<file path="src/hw/rtl/dsi_pkg.sv">
// ---------------------------------------------------------------------------
// dsi_pkg
// Shared types and constants for the decimal string to int64 converter.
// ---------------------------------------------------------------------------
`default_nettype none

package dsi_pkg;

   localparam int unsigned QueueDepth = 4;

   localparam logic [15:0] ChSpaceBelow  = 16'h0021;
   localparam logic [15:0] ChAsciiTop    = 16'h007E;
   localparam logic [15:0] ChLatinSpace  = 16'h00A1;
   localparam logic [15:0] ChGenSpaceLo  = 16'h2000;
   localparam logic [15:0] ChGenSpaceHi  = 16'h200B;
   localparam logic [15:0] ChIdeoSpace   = 16'h3000;
   localparam logic [15:0] ChPlus        = 16'h002B;
   localparam logic [15:0] ChMinus       = 16'h002D;
   localparam logic [15:0] ChZero        = 16'h0030;
   localparam logic [15:0] ChNine        = 16'h0039;

   localparam logic [63:0] MagLimitDiv10 = 64'd922337203685477580;
   localparam logic [63:0] MaxPos        = 64'h7FFF_FFFF_FFFF_FFFF;
   localparam logic [63:0] MinNeg        = 64'h8000_0000_0000_0000;
   localparam logic [3:0]  ClampDigit    = 4'd7;

   typedef struct packed {
      logic [15:0] ch;
      logic        last;
   } req_type;

   typedef struct packed {
      logic signed [63:0] value;
      logic               saturated;
      logic               no_digits;
   } rsp_type;

   typedef enum logic [1:0] {
      CLS_SPACE,
      CLS_SIGN,
      CLS_DIGIT,
      CLS_OTHER
   } cls_type;

   typedef struct packed {
      cls_type    kind;
      logic       minus;
      logic [3:0] digit;
      logic       last;
   } tok_type;

   typedef enum logic [1:0] {
      PH_LEAD,
      PH_SIGNWS,
      PH_DIGITS,
      PH_DONE
   } phase_type;

endpackage

`default_nettype wire

</file>
<file path="src/hw/rtl/dsi_front.sv">
// ---------------------------------------------------------------------------
// dsi_front
// Accepts characters and classifies each into a token for the queue.
// ---------------------------------------------------------------------------
`default_nettype none

module dsi_front (
   input  wire logic             req_valid,
   output logic                  req_stall,
   input  dsi_pkg::req_type      req_payload,
   input  wire logic             q_full,
   output logic                  push,
   output dsi_pkg::tok_type      tok
);

   logic [15:0] c;
   logic        is_space;
   logic        is_digit;
   logic        is_sign;

   assign c = req_payload.ch;

   assign is_space = (c < dsi_pkg::ChSpaceBelow) ||
                     (c > dsi_pkg::ChAsciiTop && c < dsi_pkg::ChLatinSpace) ||
                     (c >= dsi_pkg::ChGenSpaceLo && c <= dsi_pkg::ChGenSpaceHi) ||
                     (c == dsi_pkg::ChIdeoSpace);
   assign is_digit = (c >= dsi_pkg::ChZero) && (c <= dsi_pkg::ChNine);
   assign is_sign  = (c == dsi_pkg::ChPlus) || (c == dsi_pkg::ChMinus);

   always_comb begin
      tok.minus = (c == dsi_pkg::ChMinus);
      tok.digit = c[3:0];
      tok.last  = req_payload.last;
      if (is_space) begin
         tok.kind = dsi_pkg::CLS_SPACE;
      end else if (is_sign) begin
         tok.kind = dsi_pkg::CLS_SIGN;
      end else if (is_digit) begin
         tok.kind = dsi_pkg::CLS_DIGIT;
      end else begin
         tok.kind = dsi_pkg::CLS_OTHER;
      end
   end

   assign req_stall = q_full;
   assign push      = req_valid && !q_full;

endmodule

`default_nettype wire

</file>
<file path="src/hw/rtl/dsi_queue.sv">
// ---------------------------------------------------------------------------
// dsi_queue
// Small token FIFO between the classifier and the parser.
// ---------------------------------------------------------------------------
`default_nettype none

module dsi_queue #(
   parameter int unsigned Depth = dsi_pkg::QueueDepth
) (
   input  wire logic        clock,
   input  wire logic        reset,
   input  wire logic        push,
   input  dsi_pkg::tok_type push_tok,
   output logic             full,
   output logic             q_valid,
   input  wire logic        pop,
   output dsi_pkg::tok_type q_tok
);

   localparam int unsigned AddrW  = (Depth > 1) ? $clog2(Depth) : 1;
   localparam int unsigned CountW = $clog2(Depth + 1);
   localparam logic [AddrW-1:0]  LastAddr  = AddrW'(Depth - 1);
   localparam logic [CountW-1:0] FullCount = CountW'(Depth);

   dsi_pkg::tok_type  mem_ff [Depth];
   logic [AddrW-1:0]  wr_ptr_ff, wr_ptr_in;
   logic [AddrW-1:0]  rd_ptr_ff, rd_ptr_in;
   logic [CountW-1:0] count_ff, count_in;

   assign full    = (count_ff == FullCount);
   assign q_valid = (count_ff != '0);
   assign q_tok   = mem_ff[rd_ptr_ff];

   always_comb begin
      wr_ptr_in = wr_ptr_ff;
      rd_ptr_in = rd_ptr_ff;
      count_in  = count_ff;
      if (push) begin
         wr_ptr_in = (wr_ptr_ff == LastAddr) ? '0 : wr_ptr_ff + 1'b1;
      end
      if (pop) begin
         rd_ptr_in = (rd_ptr_ff == LastAddr) ? '0 : rd_ptr_ff + 1'b1;
      end
      if (push && !pop) begin
         count_in = count_ff + 1'b1;
      end else if (pop && !push) begin
         count_in = count_ff - 1'b1;
      end
   end

   always_ff @(posedge clock) begin
      if (reset) begin
         wr_ptr_ff <= '0;
         rd_ptr_ff <= '0;
         count_ff  <= '0;
      end else begin
         wr_ptr_ff <= wr_ptr_in;
         rd_ptr_ff <= rd_ptr_in;
         count_ff  <= count_in;
      end
   end

   always_ff @(posedge clock) begin
      if (push) begin
         mem_ff[wr_ptr_ff] <= push_tok;
      end
   end

`ifndef ASSERT_OFF
   a_no_overfill: assert property (@(posedge clock) disable iff (reset)
      count_ff <= FullCount)
      else $error("queue count beyond depth");
`endif

endmodule

`default_nettype wire

</file>
<file path="src/hw/rtl/dsi_back.sv">
// ---------------------------------------------------------------------------
// dsi_back
// Parser: sign and digit accumulation with clamp, and the result register.
// ---------------------------------------------------------------------------
`default_nettype none

module dsi_back (
   input  wire logic        clock,
   input  wire logic        reset,
   input  wire logic        q_valid,
   input  dsi_pkg::tok_type q_tok,
   output logic             pop,
   output logic             rsp_valid,
   input  wire logic        rsp_stall,
   output dsi_pkg::rsp_type rsp_payload
);

   dsi_pkg::phase_type phase_ff, phase_in;
   logic               neg_ff, neg_in;
   logic [63:0]        acc_ff, acc_in;
   logic               clamped_ff, clamped_in;
   logic               seen_ff, seen_in;
   logic               rsp_valid_ff, rsp_valid_in;
   dsi_pkg::rsp_type   rsp_ff, rsp_in;

   logic               take_digit;
   logic [3:0]         clamp_at;
   logic               over;
   logic [63:0]        acc_next;

   assign pop = q_valid && (!q_tok.last || !rsp_valid_ff || !rsp_stall);

   assign clamp_at = dsi_pkg::ClampDigit + {3'b000, neg_ff};
   assign over     = (acc_ff > dsi_pkg::MagLimitDiv10) ||
                     (acc_ff == dsi_pkg::MagLimitDiv10 && q_tok.digit >= clamp_at);
   assign acc_next = (acc_ff << 3) + (acc_ff << 1) + {60'd0, q_tok.digit};

   always_comb begin
      phase_in     = phase_ff;
      neg_in       = neg_ff;
      acc_in       = acc_ff;
      clamped_in   = clamped_ff;
      seen_in      = seen_ff;
      rsp_in       = rsp_ff;
      rsp_valid_in = rsp_valid_ff && rsp_stall;
      take_digit   = 1'b0;

      if (pop) begin
         unique case (phase_ff)
            dsi_pkg::PH_LEAD: begin
               unique case (q_tok.kind)
                  dsi_pkg::CLS_SPACE: ;
                  dsi_pkg::CLS_SIGN: begin
                     neg_in   = q_tok.minus;
                     phase_in = dsi_pkg::PH_SIGNWS;
                  end
                  dsi_pkg::CLS_DIGIT: take_digit = 1'b1;
                  default: phase_in = dsi_pkg::PH_DONE;
               endcase
            end
            dsi_pkg::PH_SIGNWS: begin
               unique case (q_tok.kind)
                  dsi_pkg::CLS_SPACE: ;
                  dsi_pkg::CLS_DIGIT: take_digit = 1'b1;
                  default: phase_in = dsi_pkg::PH_DONE;
               endcase
            end
            dsi_pkg::PH_DIGITS: begin
               if (q_tok.kind == dsi_pkg::CLS_DIGIT) begin
                  take_digit = 1'b1;
               end else begin
                  phase_in = dsi_pkg::PH_DONE;
               end
            end
            default: ;
         endcase

         if (take_digit) begin
            seen_in  = 1'b1;
            phase_in = dsi_pkg::PH_DIGITS;
            if (!clamped_ff) begin
               if (over) begin
                  clamped_in = 1'b1;
               end else begin
                  acc_in = acc_next;
               end
            end
         end

         if (q_tok.last) begin
            rsp_valid_in        = 1'b1;
            rsp_in.saturated    = seen_in && clamped_in;
            rsp_in.no_digits    = !seen_in;
            if (!seen_in) begin
               rsp_in.value = '0;
            end else if (clamped_in) begin
               rsp_in.value = neg_in ? dsi_pkg::MinNeg : dsi_pkg::MaxPos;
            end else begin
               rsp_in.value = neg_in ? (64'd0 - acc_in) : acc_in;
            end
            phase_in   = dsi_pkg::PH_LEAD;
            neg_in     = 1'b0;
            acc_in     = '0;
            clamped_in = 1'b0;
            seen_in    = 1'b0;
         end
      end
   end

   always_ff @(posedge clock) begin
      if (reset) begin
         phase_ff     <= dsi_pkg::PH_LEAD;
         neg_ff       <= 1'b0;
         acc_ff       <= '0;
         clamped_ff   <= 1'b0;
         seen_ff      <= 1'b0;
         rsp_valid_ff <= 1'b0;
      end else begin
         phase_ff     <= phase_in;
         neg_ff       <= neg_in;
         acc_ff       <= acc_in;
         clamped_ff   <= clamped_in;
         seen_ff      <= seen_in;
         rsp_valid_ff <= rsp_valid_in;
      end
   end

   always_ff @(posedge clock) begin
      rsp_ff <= rsp_in;
   end

   assign rsp_valid   = rsp_valid_ff;
   assign rsp_payload = rsp_ff;

`ifndef ASSERT_OFF
   a_lead_clean: assert property (@(posedge clock) disable iff (reset)
      phase_ff == dsi_pkg::PH_LEAD |-> (acc_ff == '0 && !clamped_ff && !seen_ff))
      else $error("leading phase with digit state");
   a_clamp_seen: assert property (@(posedge clock) disable iff (reset)
      clamped_ff |-> seen_ff)
      else $error("clamp without digit");
   a_flags_excl: assert property (@(posedge clock) disable iff (reset)
      rsp_valid_ff |-> !(rsp_ff.saturated && rsp_ff.no_digits))
      else $error("saturated and no_digits together");
   a_empty_zero: assert property (@(posedge clock) disable iff (reset)
      (rsp_valid_ff && rsp_ff.no_digits) |-> rsp_ff.value == '0)
      else $error("no_digits result not zero");
`endif

endmodule

`default_nettype wire

</file>
<file path="src/hw/rtl/decimal_string_to_int64.sv">
// ---------------------------------------------------------------------------
// decimal_string_to_int64
// Saturating decimal string to signed 64-bit integer converter.
// ---------------------------------------------------------------------------
// One 16-bit code unit is taken per cycle while the queue is not full; the
// string's last unit carries last=1 and yields one result (value, saturated,
// no_digits) in the result register after the queue and the parser. A
// classifier feeds a small token queue (QueueDepth entries) that drains into
// the parser; its multiply-by-ten, add and clamp compare are combinational,
// so the sustained rate is one code unit per cycle while rsp_stall is low.
`default_nettype none

module decimal_string_to_int64 #(
   parameter int unsigned QueueDepth = dsi_pkg::QueueDepth
) (
   input  wire logic        clock,
   input  wire logic        reset,
   input  wire logic        req_valid,
   output logic             req_stall,
   input  dsi_pkg::req_type req_payload,
   output logic             rsp_valid,
   input  wire logic        rsp_stall,
   output dsi_pkg::rsp_type rsp_payload
);

   logic             q_full;
   logic             push;
   dsi_pkg::tok_type push_tok;
   logic             q_valid;
   logic             pop;
   dsi_pkg::tok_type q_tok;

   dsi_front u_front (
      .req_valid   (req_valid),
      .req_stall   (req_stall),
      .req_payload (req_payload),
      .q_full      (q_full),
      .push        (push),
      .tok         (push_tok)
   );

   dsi_queue #(
      .Depth (QueueDepth)
   ) u_queue (
      .clock    (clock),
      .reset    (reset),
      .push     (push),
      .push_tok (push_tok),
      .full     (q_full),
      .q_valid  (q_valid),
      .pop      (pop),
      .q_tok    (q_tok)
   );

   dsi_back u_back (
      .clock       (clock),
      .reset       (reset),
      .q_valid     (q_valid),
      .q_tok       (q_tok),
      .pop         (pop),
      .rsp_valid   (rsp_valid),
      .rsp_stall   (rsp_stall),
      .rsp_payload (rsp_payload)
   );

endmodule

`default_nettype wire

</file>
<file path="config.mk">
export PLATFORM = sky130hd
export DESIGN_NAME = decimal_string_to_int64
export DESIGN_NICKNAME = d
export VERILOG_FILES = /design/src/hw/rtl/dsi_pkg.sv /design/src/hw/rtl/dsi_front.sv /design/src/hw/rtl/dsi_queue.sv /design/src/hw/rtl/dsi_back.sv /design/src/hw/rtl/decimal_string_to_int64.sv
export SDC_FILE = /design/constraint.sdc
export NUM_CORES = 1
export LEC_CHECK = 0
export ABC_AREA = 0
export BUFFER_PORTS_ARGS = -buffer_cell sky130_fd_sc_hd__buf_2
export CAP_MARGIN = 10
export CORE_ASPECT_RATIO = 0.7
export CORE_MARGIN = 2
export CORE_UTILIZATION = 50
export CTS_BUF_LIST = sky130_fd_sc_hd__clkbuf_2 sky130_fd_sc_hd__clkbuf_4 sky130_fd_sc_hd__clkbuf_8
export DETAILED_ROUTE_END_ITERATION = 12
export PLACE_DENSITY_LB_ADDON = 0.3
export RECOVER_POWER = 50
export SETUP_SLACK_MARGIN = 0.3
export SLEW_MARGIN = 20
export SYNTH_ARGS = -nofsm -noshare
export SYNTH_HDL_FRONTEND = slang
export SYNTH_SLANG_ARGS = --single-unit
</file>
<file path="constraint.sdc">
create_clock -name clock -period 14.2 [get_ports clock]
set_clock_uncertainty 0.15 [all_clocks]
set_input_delay 0.71 -clock clock [delete_from_list [all_inputs] [get_ports clock]]
set_output_delay 0.71 -clock clock [all_outputs]
set_load 0.005 [all_outputs]
</file>
==> results of run 1 <==
cell type report:
type / count / area (um2) / share of cell area [%]
Tap cell: 420 / 525.5 / 3.113
Clock buffer: 17 / 234.0 / 1.386
Inverter: 36 / 135.1 / 0.8006
Multi-Input combinational cell: 1631 / 10790 / 63.91
Sequential cell: 177 / 4524 / 26.81
Clock inverter: 15 / 201.4 / 1.193
Timing Repair Buffer: 102 / 470.5 / 2.787
layout by cell type, fill, tap and decap left out, types with 8 or more instances in the layout:
master	count
or4_1	11
nor2_1	273
nand2_1	179
nand3b_1	11
o21a_1	26
clkbuf_1	56
nand4_1	36
buf_2	34
inv_1	35
nor3_1	60
a22oi_1	38
mux2i_1	25
and3_1	12
xnor2_1	36
and2_1	17
a31oi_1	31
o21ai_1	11
edfxtp_1	98
nand3_1	44
dfxtp_1	79
or2_2	10
nor4_1	20
o211ai_1	29
a21oi_1	177
o31a_1	10
ha_1	137
o21ai_0	105
nand2b_1	10
or3_1	26
clkbuf_8	17
xor2_1	35
a21o_1	22
mux4_2	8
buf_4	12
o31ai_1	22
a21boi_0	9
a211oi_1	27
Yosys cell counts, types with 12 or more instances:
| master | number | area, um2 |
|---|---|---|
| and3_1 | 12 | 75.07 |
| nand4_1 | 36 | 225.2 |
| mux2i_1 | 26 | 260.3 |
| a22oi_1 | 38 | 285.3 |
| a31oi_1 | 31 | 193.9 |
| inv_1 | 35 | 131.4 |
| ha_1 | 137 | 1714 |
| edfxtp_1 | 98 | 2943 |
| o21ai_1 | 12 | 60.06 |
| nor2_1 | 274 | 1028 |
| dfxtp_1 | 79 | 1582 |
| o21ai_0 | 105 | 525.5 |
| and2_1 | 21 | 131.4 |
| nor3_1 | 60 | 300.3 |
| or3_1 | 26 | 162.7 |
| a21o_1 | 22 | 165.2 |
| o21a_1 | 26 | 195.2 |
| nand3_1 | 44 | 220.2 |
| nand2_1 | 179 | 671.9 |
| clkbuf_1 | 72 | 270.3 |
| xnor2_1 | 36 | 315.3 |
| xor2_1 | 35 | 306.5 |
| o31ai_1 | 23 | 172.7 |
| o211ai_1 | 29 | 217.7 |
| nor4_1 | 20 | 125.1 |
| a21oi_1 | 178 | 890.9 |
| a211oi_1 | 28 | 210.2 |
metrics by stage:
step	power [mW]	cell area (um2)	hold slack, ns
after detailed placement	2.052	16500	0.3296
after CTS	2.427	16940	0.2731
after floorplan	1.634	15820	0.3041
after global routing	2.574	16880	0.3400
final	2.455	16880	0.3400
after global placement	2.043	16500	0.3187
kinds of logic after synthesis:
family,count (synthesis)
adders and majority gates,140
DFF,177
buffers and inverters,134
and+or+nand+nor,768
xor gates and xnor gates,71
AOI/OAI and AO/OA,614
muxes,38
critical path: cells and delay by family, from the launching register on:
family | cells | cell delay [ns]
buf+inv | 2 | 0.20
fa+ha+maj | 2 | 0.71
flops | 1 | 0.70
mux | 1 | 0.61
simple gates | 5 | 2.22
compound gates | 6 | 1.81
xor+xnor | 1 | 0.25
metal layers:
metal | vias to the layer above | part of all wire (%)
met5 | - | 0
met2 | 1045 | 39
met4 | 0 | 1.5
li1 | 7418 | -
met1 | 7741 | 46
met3 | 64 | 14
final timing paths:
path,start,to,depth (start not counted)
worst max-delay path,flip-flop,u_back.rsp_payload[51]$_SDFFCE_PP0P_,17
worst min-delay path,u_queue.rd_ptr_ff[1]$_SDFFE_PP0P_,flip-flop,2
worst max register to register,flip-flop,u_back.rsp_payload[51]$_SDFFCE_PP0P_,17
worst min register to register,u_queue.rd_ptr_ff[1]$_SDFFE_PP0P_,flip-flop,2
registers in the layout, indices dropped and copies added, names as in the netlist, 2 cells and up, named ones only:
| register | flops |
|---|---|
| u_queue.rd_ptr_ff | 2 |
| u_back.rsp_payload | 66 |
| u_queue.mem_ff | 32 |
| u_back.acc_ff | 64 |
| u_back.phase_ff | 2 |
| u_queue.count_ff | 3 |
| u_queue.wr_ptr_ff | 2 |
power by group:
part	switching, mW	internal (mW)
sequential	0.0680	0.676
combinational	0.935	0.401
clock	0.235	0.139
total	1.24	1.22
==> impl_metrics.json, run 1 <==
{
  "met2_usage_pct": 46.40,
  "holdCritPathClass": "flip-flop to flip-flop",
  "crit_top_cell": "inv_1",
  "area_growth_pct": 6.666,
  "synth-compound-area-share_pct": 25.94,
  "cp_slowest_cell": "nor4b_1",
  "crit_path_max_incr_delay_ns": 0.97,
  "grt.busiest_layer": "met1",
  "synth.distinct_cells": 107,
  "pre_cts_ws_ns": 7.560,
  "hold_viol": 0,
  "startpoint_type": "flip-flop",
  "h-tree-depth": 4,
  "violations": "capacitance limit, slew limit",
  "floorplan.die_area_um2": 33110,
  "die_h_um": 152.8,
  "syn-num-nets": 2103,
  "maxCapViolCount": 3,
  "drt_iter0_drc": 2470,
  "start_util_pct": 50.80,
  "path_cells": "mux4_2 -> inv_1 -> fa_1 -> inv_1 -> ha_1 -> a211oi_2 -> o21ai_1 -> xor2_1 -> nor4_1 -> nor4b_1 -> and4_1 -> nand3_1 -> a2111oi_2 -> and2b_1 -> a41o_1 -> a21o_1 -> a21oi_1",
  "post-cts-setup-buffers": 0,
  "synth_top_family_by_area": "compound AO/OA/AOI/OAI gates",
  "worstMarginPinSlew_ns": 3.206,
  "async_reset_ff_share_pct": 0,
  "crit_path_max_fanout": 8,
  "syn_inst": 1942,
  "critPathCaptureType": "flip-flop",
  "synthAdderAreaFrac_pct": 11.21,
  "rsz0062_at_grt": "false",
  "outcome": "finished with violations",
  "detail_route.wl_per_cell_um": 24.41,
  "yosysSeqAreaShare_pct": 28.59,
  "r2r_slack_ns": 7.20,
  "syn_avg_cell_area_um2": 8.148,
  "dpl.hpwl_mm": 45.34,
  "n_fill_cell": 2936,
  "die_w_um": 216.6,
  "layout-drive-gt1-share_pct": 7.735,
  "netlist_area_um2": 15820,
  "vias": 16270,
  "ctsHoldBuffers": 0,
  "cts.sinks": 177,
  "synth-main-ff-cell": "edfxtp_1",
  "grt_pass1_vias": 14500,
  "antenna_found_initial": 0,
  "avgViaCountPerCell": 6.784,
  "clk_pin_slew_worst_paths_ns": 0.13,
  "post_cts_resized": 0,
  "antenna_cells": 0,
  "layout.cells.non_filler": 2398,
  "track_usage_pct": 34.77,
  "fmax_mhz": 142.8,
  "power_density_nw_per_um2": 145.5,
  "gr-usage-met3_pct": 9.552,
  "fin_nets": 2126,
  "crit_type": "flip-flop to flip-flop",
  "drtPass1Iterations": 6,
  "worstPathArrival_ns": 7.00,
  "overflow": 0,
  "period_needed_ns": 7.001,
  "slew_headroom_pct": -113.8,
  "wl_mm": 58.54,
  "numCtsBuffers": 17,
  "synth-seq-cells": 177,
  "coreArea_um2": 31150,
  "slew_viol_final": 163,
  "finalWorstSetupSlack_ns": 7.199,
  "cts_tree": "built",
  "peakVddDrop_uv": 162.3,
  "drc_errors": 0,
  "dp_cells": 2366,
  "required_ns": 14.20,
  "synthMuxAreaShare_pct": 3.068,
  "grtUsageMet1_pct": 54.77,
  "grt_max_degree": 84,
  "antenna_left": 0,
  "grt_pass1_wl_mm": 88.85,
  "num_io_pins": 89,
  "synth_edf_count": 98,
  "synth_xor_area_share_pct": 3.930,
  "synth-simple-area-share_pct": 23.67,
  "port-buffer-count": 88,
  "fin_setup_tns_ns": 0,
  "clockRootBuffer": "clkbuf_8",
  "p_leak_nw": 6.503,
  "finalCritPeriodShare_pct": 49.31,
  "clk_latency_ns": 0.50,
  "final_util_pct": 54.19,
  "ys_warn_count": 0,
  "gp_congestion": 0.9695,
  "clockBufferDepth": 2,
  "rows": 54,
  "report.final.setup_viol": 0
}
Power figures use the tool's default switching activity.
==> inputs of run 2 (changes only) <==
- ABC_AREA: 0 -> 1
- clock period: 14.2 -> 5.89 ns (I/O delays scaled with it)
==> run 2 against run 1 <==
  * The flow still finishes with violations (capacitance limit, slew limit)
  * Final area up 4.5%
  * Via count up 6.7%
  * Register-to-register slack worse by 6.5 ns
  * Total power rose to 3.9 times the previous value
  * Flip-flop and latch count unchanged
  * Area after synthesis up 4.1%
  * Clock power up 140%
  * First-iteration DRC count down 20%
  * Sequential power rose to 2.8 times the previous value
  * Synthesized cell count up 34%
  * Critical path depth up 11
  * Critical path type unchanged
  * Largest cell class unchanged
==> impl_metrics.json, run 2 <==
{
  "antenna_cells": 0,
  "synth_area_leaders": "nand2_1 18%, edfxtp_1 18%, ha_1 10%",
  "wl_mm": 54.40,
  "p_sw_share_pct": 57.49,
  "clockBufferDepth": 2,
  "critPathCaptureType": "flip-flop",
  "fmax_mhz": 191.0,
  "dpl.hpwl_mm": 43.15,
  "peakVddDrop_uv": 419.7,
  "syn-num-nets": 2765,
  "slew_viol_final": 70,
  "clk_pin_slew_worst_paths_ns": 0.10,
  "slew_headroom_pct": -122.5,
  "fin_setup_tns_ns": 0,
  "dp_cells": 3071,
  "avgViaCountPerCell": 5.583,
  "outcome": "finished with violations",
  "floorplan.die_area_um2": 34420,
  "hold_viol": 0,
  "synth_edf_count": 98,
  "grt_pass1_vias": 15650,
  "netlist_top_cells_count": "792 x nand2_1, 353 x inv_1, 340 x nor2_1",
  "startpoint_type": "flip-flop",
  "yosysSeqAreaShare_pct": 27.48,
  "detail_route.wl_per_cell_um": 17.50,
  "yosysMostFrequentCell": "nand2_1",
  "layout-drive-gt1-share_pct": 6.227,
  "start_util_pct": 50.91,
  "die_w_um": 220.9,
  "netlist_area_um2": 16470,
  "ys_warn_count": 0,
  "synth-main-ff-cell": "edfxtp_1",
  "required_ns": 6.00,
  "worstMarginPinSlew_ns": 3.338,
  "area_growth_pct": 7.097,
  "rows": 55,
  "layout.cells.non_filler": 3109,
  "clk_latency_ns": 0.49,
  "pwr-share-comb_pct": 69.1,
  "p_int_mw": 4.102,
  "vias": 17360,
  "h-tree-depth": 4,
  "port-buffer-count": 88,
  "violations": "capacitance limit, slew limit",
  "grt_pass1_wl_mm": 85.05,
  "worstPathArrival_ns": 5.34,
  "async_reset_ff_share_pct": 0,
  "synth-seq-cells": 177,
  "cts.sinks": 177,
  "coreArea_um2": 32340,
  "crit_path_max_fanout": 10,
  "synth_top_cell_by_area": "nand2_1",
  "die_h_um": 155.8,
  "cts_tree": "built",
  "num_io_pins": 89,
  "numCtsBuffers": 17,
  "antenna_found_initial": 0,
  "period_needed_ns": 5.236,
  "crit_path_max_incr_delay_ns": 0.55,
  "report.final.setup_viol": 0,
  "rsz0062_at_grt": "false",
  "drtPass1Iterations": 6,
  "antenna_left": 0,
  "switchingPower_mw": 5.548,
  "track_usage_pct": 31.12,
  "drt_iter0_drc": 1976,
  "r2r_slack_ns": 0.65,
  "crit_type": "flip-flop to flip-flop",
  "syn_inst": 2604,
  "grt_max_degree": 78,
  "gp_congestion": 1.026,
  "overflow": 0,
  "synth.distinct_cells": 61,
  "power_frac_clock_pct": 9.2,
  "cp_slowest_cell": "fa_1",
  "syn_avg_cell_area_um2": 6.324,
  "synth_top_area_share_pct": 18.05,
  "power_density_nw_per_um2": 547.2,
  "final_common_cell": "nand2_1",
  "crit_top_cell": "nand2_1",
  "post-cts-setup-buffers": 0,
  "maxCapViolCount": 1,
  "p_leak_nw": 8.787,
  "seq_power_share_pct": 21.7,
  "drc_errors": 0,
  "power_mw": 9.650,
  "finalCritPeriodShare_pct": 88.89,
  "holdCritPathClass": "input pin to flip-flop",
  "largest_reg_flops": 66,
  "fin_nets": 2830,
  "final_cell_mix": "791 x nand2_1, 353 x inv_1, 340 x nor2_1",
  "clockRootBuffer": "clkbuf_8"
}
run 2: final timing paths:
| kind | startpoint | endpoint | cells after the start |
|---|---|---|---|
| hold / removal | req_payload[8] | u_queue.mem_ff[2][6]$_DFFE_PP_ | 5 |
| setup reg to reg | flip-flop | u_back.rsp_payload[49]$_SDFFCE_PP0P_ | 28 |
| setup / recovery | flip-flop | u_back.rsp_payload[49]$_SDFFCE_PP0P_ | 28 |
| hold reg to reg | u_back.rsp_valid$_SDFF_PP0_ | u_back.rsp_valid$_SDFF_PP0_ | 2 |
run 2: repair_timing:
action	4_1_cts	5_1_grt
setup endpoints to repair	0	20
hold buffers	6	0
endpoints found under the hold margin	21	0
gates resized for setup	0	3
run 2: worst max-delay path: cells and delay by family, from the launching register on:
kind	cells	cell delay [ns]
buffers and inverters	4	0.47
adders and majority gates	2	0.84
AOI/OAI and AO/OA	2	0.54
DFF	1	0.46
and+or+nand+nor	20	2.54
run 2: area by class of cell:
class | count | area [um2]
clock buffers | 19 | 261.5
multi-input cells | 2000 | 10260
fillers | 3272 | 14710
repair buffers | 109 | 543.0
clock inverters | 13 | 141.4
well taps | 427 | 534.3
flip-flops and latches | 177 | 4528
inverters | 364 | 1370
run 2: routing by layer:
layer | up-vias | wire length [um] | GRT usage (%)
li1 | 8563 | - | -
met1 | 7932 | 24550 | 44.18
met2 | 773 | 23810 | 49.12
met3 | 91 | 4754 | 4.576
met4 | 0 | 1282 | 9.140
met5 | - | 0 | 0
run 2: power groups by stage:
stage | Combinational, mW | Clock, mW | Sequential [mW]
finish | 6.67 | 0.885 | 2.09
global route | 7.37 | 0.938 | 2.13
CTS | 6.58 | 0.894 | 2.08
detailed placement | 6.54 | 0 | 2.11
global placement | 6.47 | 0 | 2.10
floorplan | 4.63 | 0 | 2.07
run 2: cells by family after synthesis:
| logic type | synth area share [%] |
|---|---|
| xor gates and xnor gates | 1.702 |
| AOI/OAI and AO/OA | 12.99 |
| buffers and inverters | 10.34 |
| DFF | 27.48 |
| and+or+nand+nor | 36.71 |
| adders and majority gates | 10.77 |
run 2: through the flow:
| step | setup WS [ns] | hold WS (ns) | utilization [%] | cell area, um2 |
|---|---|---|---|---|
| 2_1_floorplan | 1.604 | 0.2434 | - | 16470 |
| 5_1_grt | 0.2187 | 0.2051 | 54.53 | 17640 |
| 3_3_place_gp | 0.6696 | 0.3227 | 53.28 | 17230 |
| 4_1_cts | 0.6195 | 0.1251 | 54.71 | 17690 |
| 3_5_place_dp | 0.6418 | 0.3302 | 53.28 | 17230 |
| 6_report | 0.6544 | 0.1767 | 54.53 | 17640 |
==> inputs of run 3 (changes only) <==
- ABC_AREA: 1 -> default
==> run 3 against run 2 <==
  * The run still ends with capacitance limit, slew limit left
  * Global-route usage is 4.1 points higher
  * Utilization increased by 2.1 points
  * Final area is essentially flat
  * Flip-flop and latch count stayed put
  * Hold slack better by 0.020 ns
  * Register-to-register slack got worse by 0.28 ns
  * Critical endpoint is now u_back.rsp_payload[46]$_SDFFCE_PP0P_
  * Largest cell class unchanged
  * Largest power group unchanged
==> impl_metrics.json, run 3 (same netlist as run 1, synthesis figures left out) <==
{
  "outcome": "finished with violations",
  "violations": "capacitance limit, slew limit",
  "period_needed_ns": 5.519,
  "fmax_mhz": 181.2,
  "area_growth_pct": 11.53,
  "clk_pin_slew_worst_paths_ns": 0.10,
  "crit_type": "flip-flop to flip-flop",
  "layout.cells.non_filler": 2464,
  "crit_family": "simple AND/OR/NAND/NOR gates",
  "grt_pass1_wl_mm": 90.05,
  "cts.sinks": 177,
  "antenna_found_initial": 2,
  "track_usage_pct": 35.20,
  "fin_nets": 2191,
  "startpoint_type": "flip-flop",
  "largest_reg_flops": 66,
  "crit_path_max_incr_delay_ns": 0.55,
  "worstSetupEndpoint": "u_back.rsp_payload[46]$_SDFFCE_PP0P_",
  "drt_iter0_drc": 2692,
  "final_area_um2": 17650,
  "slew_viol_final": 66,
  "dp_cells": 2416,
  "clk_latency_ns": 0.49,
  "finalCritPeriodShare_pct": 93.69,
  "worstPathArrival_ns": 5.58,
  "wl_mm": 59.95,
  "holdCritPathClass": "input pin to flip-flop",
  "gp_congestion": 1.017,
  "p_leak_nw": 6.925,
  "critPathCaptureType": "flip-flop",
  "whs_ns": 0.1971,
  "avgViaCountPerCell": 6.817,
  "cp_slowest_cell": "mux4_2",
  "path_buf_inv": 6,
  "required_ns": 5.96,
  "rsz0062_at_grt": "false",
  "detail_route.wl_per_cell_um": 24.33,
  "maxCapViolCount": 1,
  "rows": 54,
  "floorplan.die_area_um2": 33110,
  "clockBufferDepth": 2,
  "h-tree-depth": 4,
  "vias": 16800,
  "port-buffer-count": 88,
  "reg2reg_to": "u_back.rsp_payload[46]$_SDFFCE_PP0P_",
  "cp.depth": 21,
  "slew_headroom_pct": -142.4,
  "path_cells": "mux4_2 -> inv_2 -> fa_1 -> inv_1 -> ha_1 -> a211oi_4 -> buf_6 -> nor2_1 -> xor2_2 -> nor4_4 -> nor4b_4 -> buf_4 -> nand3_2 -> a221o_1 -> nor4_2 -> buf_4 -> and3b_1 -> a41oi_2 -> buf_4 -> xnor2_1 -> a21oi_1",
  "report.final.setup_viol": 0,
  "final_util_pct": 56.66,
  "pre_cts_ws_ns": -0.1335,
  "drc_errors": 0,
  "crit_top_cell": "buf_4",
  "dpl.hpwl_mm": 46.51,
  "grt_max_degree": 76,
  "hold_viol": 0,
  "final_common_cell": "nor2_1",
  "finalWorstSetupSlack_ns": 0.3714,
  "num_io_pins": 89,
  "r2r_slack_ns": 0.37,
  "seq_area_um2": 4524,
  "die_w_um": 216.6,
  "cts_tree": "built",
  "numCtsBuffers": 17,
  "coreArea_um2": 31150,
  "worstMarginPinSlew_ns": 3.636,
  "r2r_cells": 21,
  "final_cell_mix": "272 x nor2_1, 179 x nand2_1, 174 x a21oi_1",
  "start_util_pct": 50.80,
  "drtPass1Iterations": 6,
  "overflow": 0,
  "layout-drive-gt1-share_pct": 12.48,
  "crit_path_max_fanout": 4,
  "post_dp_cell_area_um2": 16900,
  "die_h_um": 152.8,
  "holdPathStages": 4,
  "peakVddDrop_uv": 455.5,
  "grt_pass1_vias": 14850,
  "multi_input_area_um2": 11040,
  "n_fill_cell": 2856,
  "power_density_nw_per_um2": 355.5,
  "antenna_left": 0,
  "clockRootBuffer": "clkbuf_8"
}
[run 3: repair_timing]
action / 4_1_cts / 5_1_grt
pin swaps: 0 / 17
endpoints found under the setup margin: 25 / 38
gates resized for setup: 8 / 57
hold buffers: 7 / 0
buffers inserted: 1 / 7
hold endpoints to repair: 33 / 0
[run 3: per-layer routing]
metal | global-route usage (%) | part of all wire [%] | up-vias
met3 | 10.67 | 16 | 96
met2 | 44.46 | 37 | 1222
met5 | 0 | 0 | -
met1 | 56.78 | 45 | 7949
met4 | 7.469 | 1.9 | 0
li1 | - | - | 7531
[run 3: report_power, final]
group          internal, mW  leakage, nW  switching (mW)  total (mW)
registers              1.62         1.57           0.135        1.76
clock network         0.379        0.204           0.500       0.879
logic                  1.22         5.15            2.41        3.64
[run 3: layout make-up]
class	instances	area share [%]
Multi-Input combinational cell	1631	62.58
Clock inverter	11	0.6806
Clock buffer	21	1.567
Sequential cell	177	25.64
Tap cell	420	2.978
Inverter	36	0.7657
Timing Repair Buffer	167	5.778
Antenna cell	1	0.01418
[run 3: worst min-delay path, stage by stage]
cell     delay [ns]
buf_2          0.09
nor2b_1        0.20
mux2i_1        0.15
nor2_1         0.07
[run 3: how the worst min path moves through the flow]
stage	from	end	slack, ns
finish	req_valid	u_queue.wr_ptr_ff[1]$_SDFFE_PP0P_	0.20
global route	req_valid	u_queue.wr_ptr_ff[1]$_SDFFE_PP0P_	0.25
CTS	req_valid	u_queue.wr_ptr_ff[1]$_SDFFE_PP0P_	0.18
detailed placement	u_queue.rd_ptr_ff[1]$_SDFFE_PP0P_	u_queue.rd_ptr_ff[1]$_SDFFE_PP0P_	0.34
global placement	u_queue.rd_ptr_ff[1]$_SDFFE_PP0P_	u_queue.rd_ptr_ff[1]$_SDFFE_PP0P_	0.33
floorplan	req_payload[0]	u_queue.mem_ff[0][0]$_DFFE_PP_	0.24
[run 3: metrics by stage]
| stage | power (mW) | TNS [ns] |
|---|---|---|
| after CTS | 6.046 | 0 |
| after floorplan | 3.938 | 0 |
| after global routing | 6.539 | 0 |
| after global placement | 5.106 | 0 |
| final | 6.274 | 0 |
| after detailed placement | 5.139 | -0.3017 |
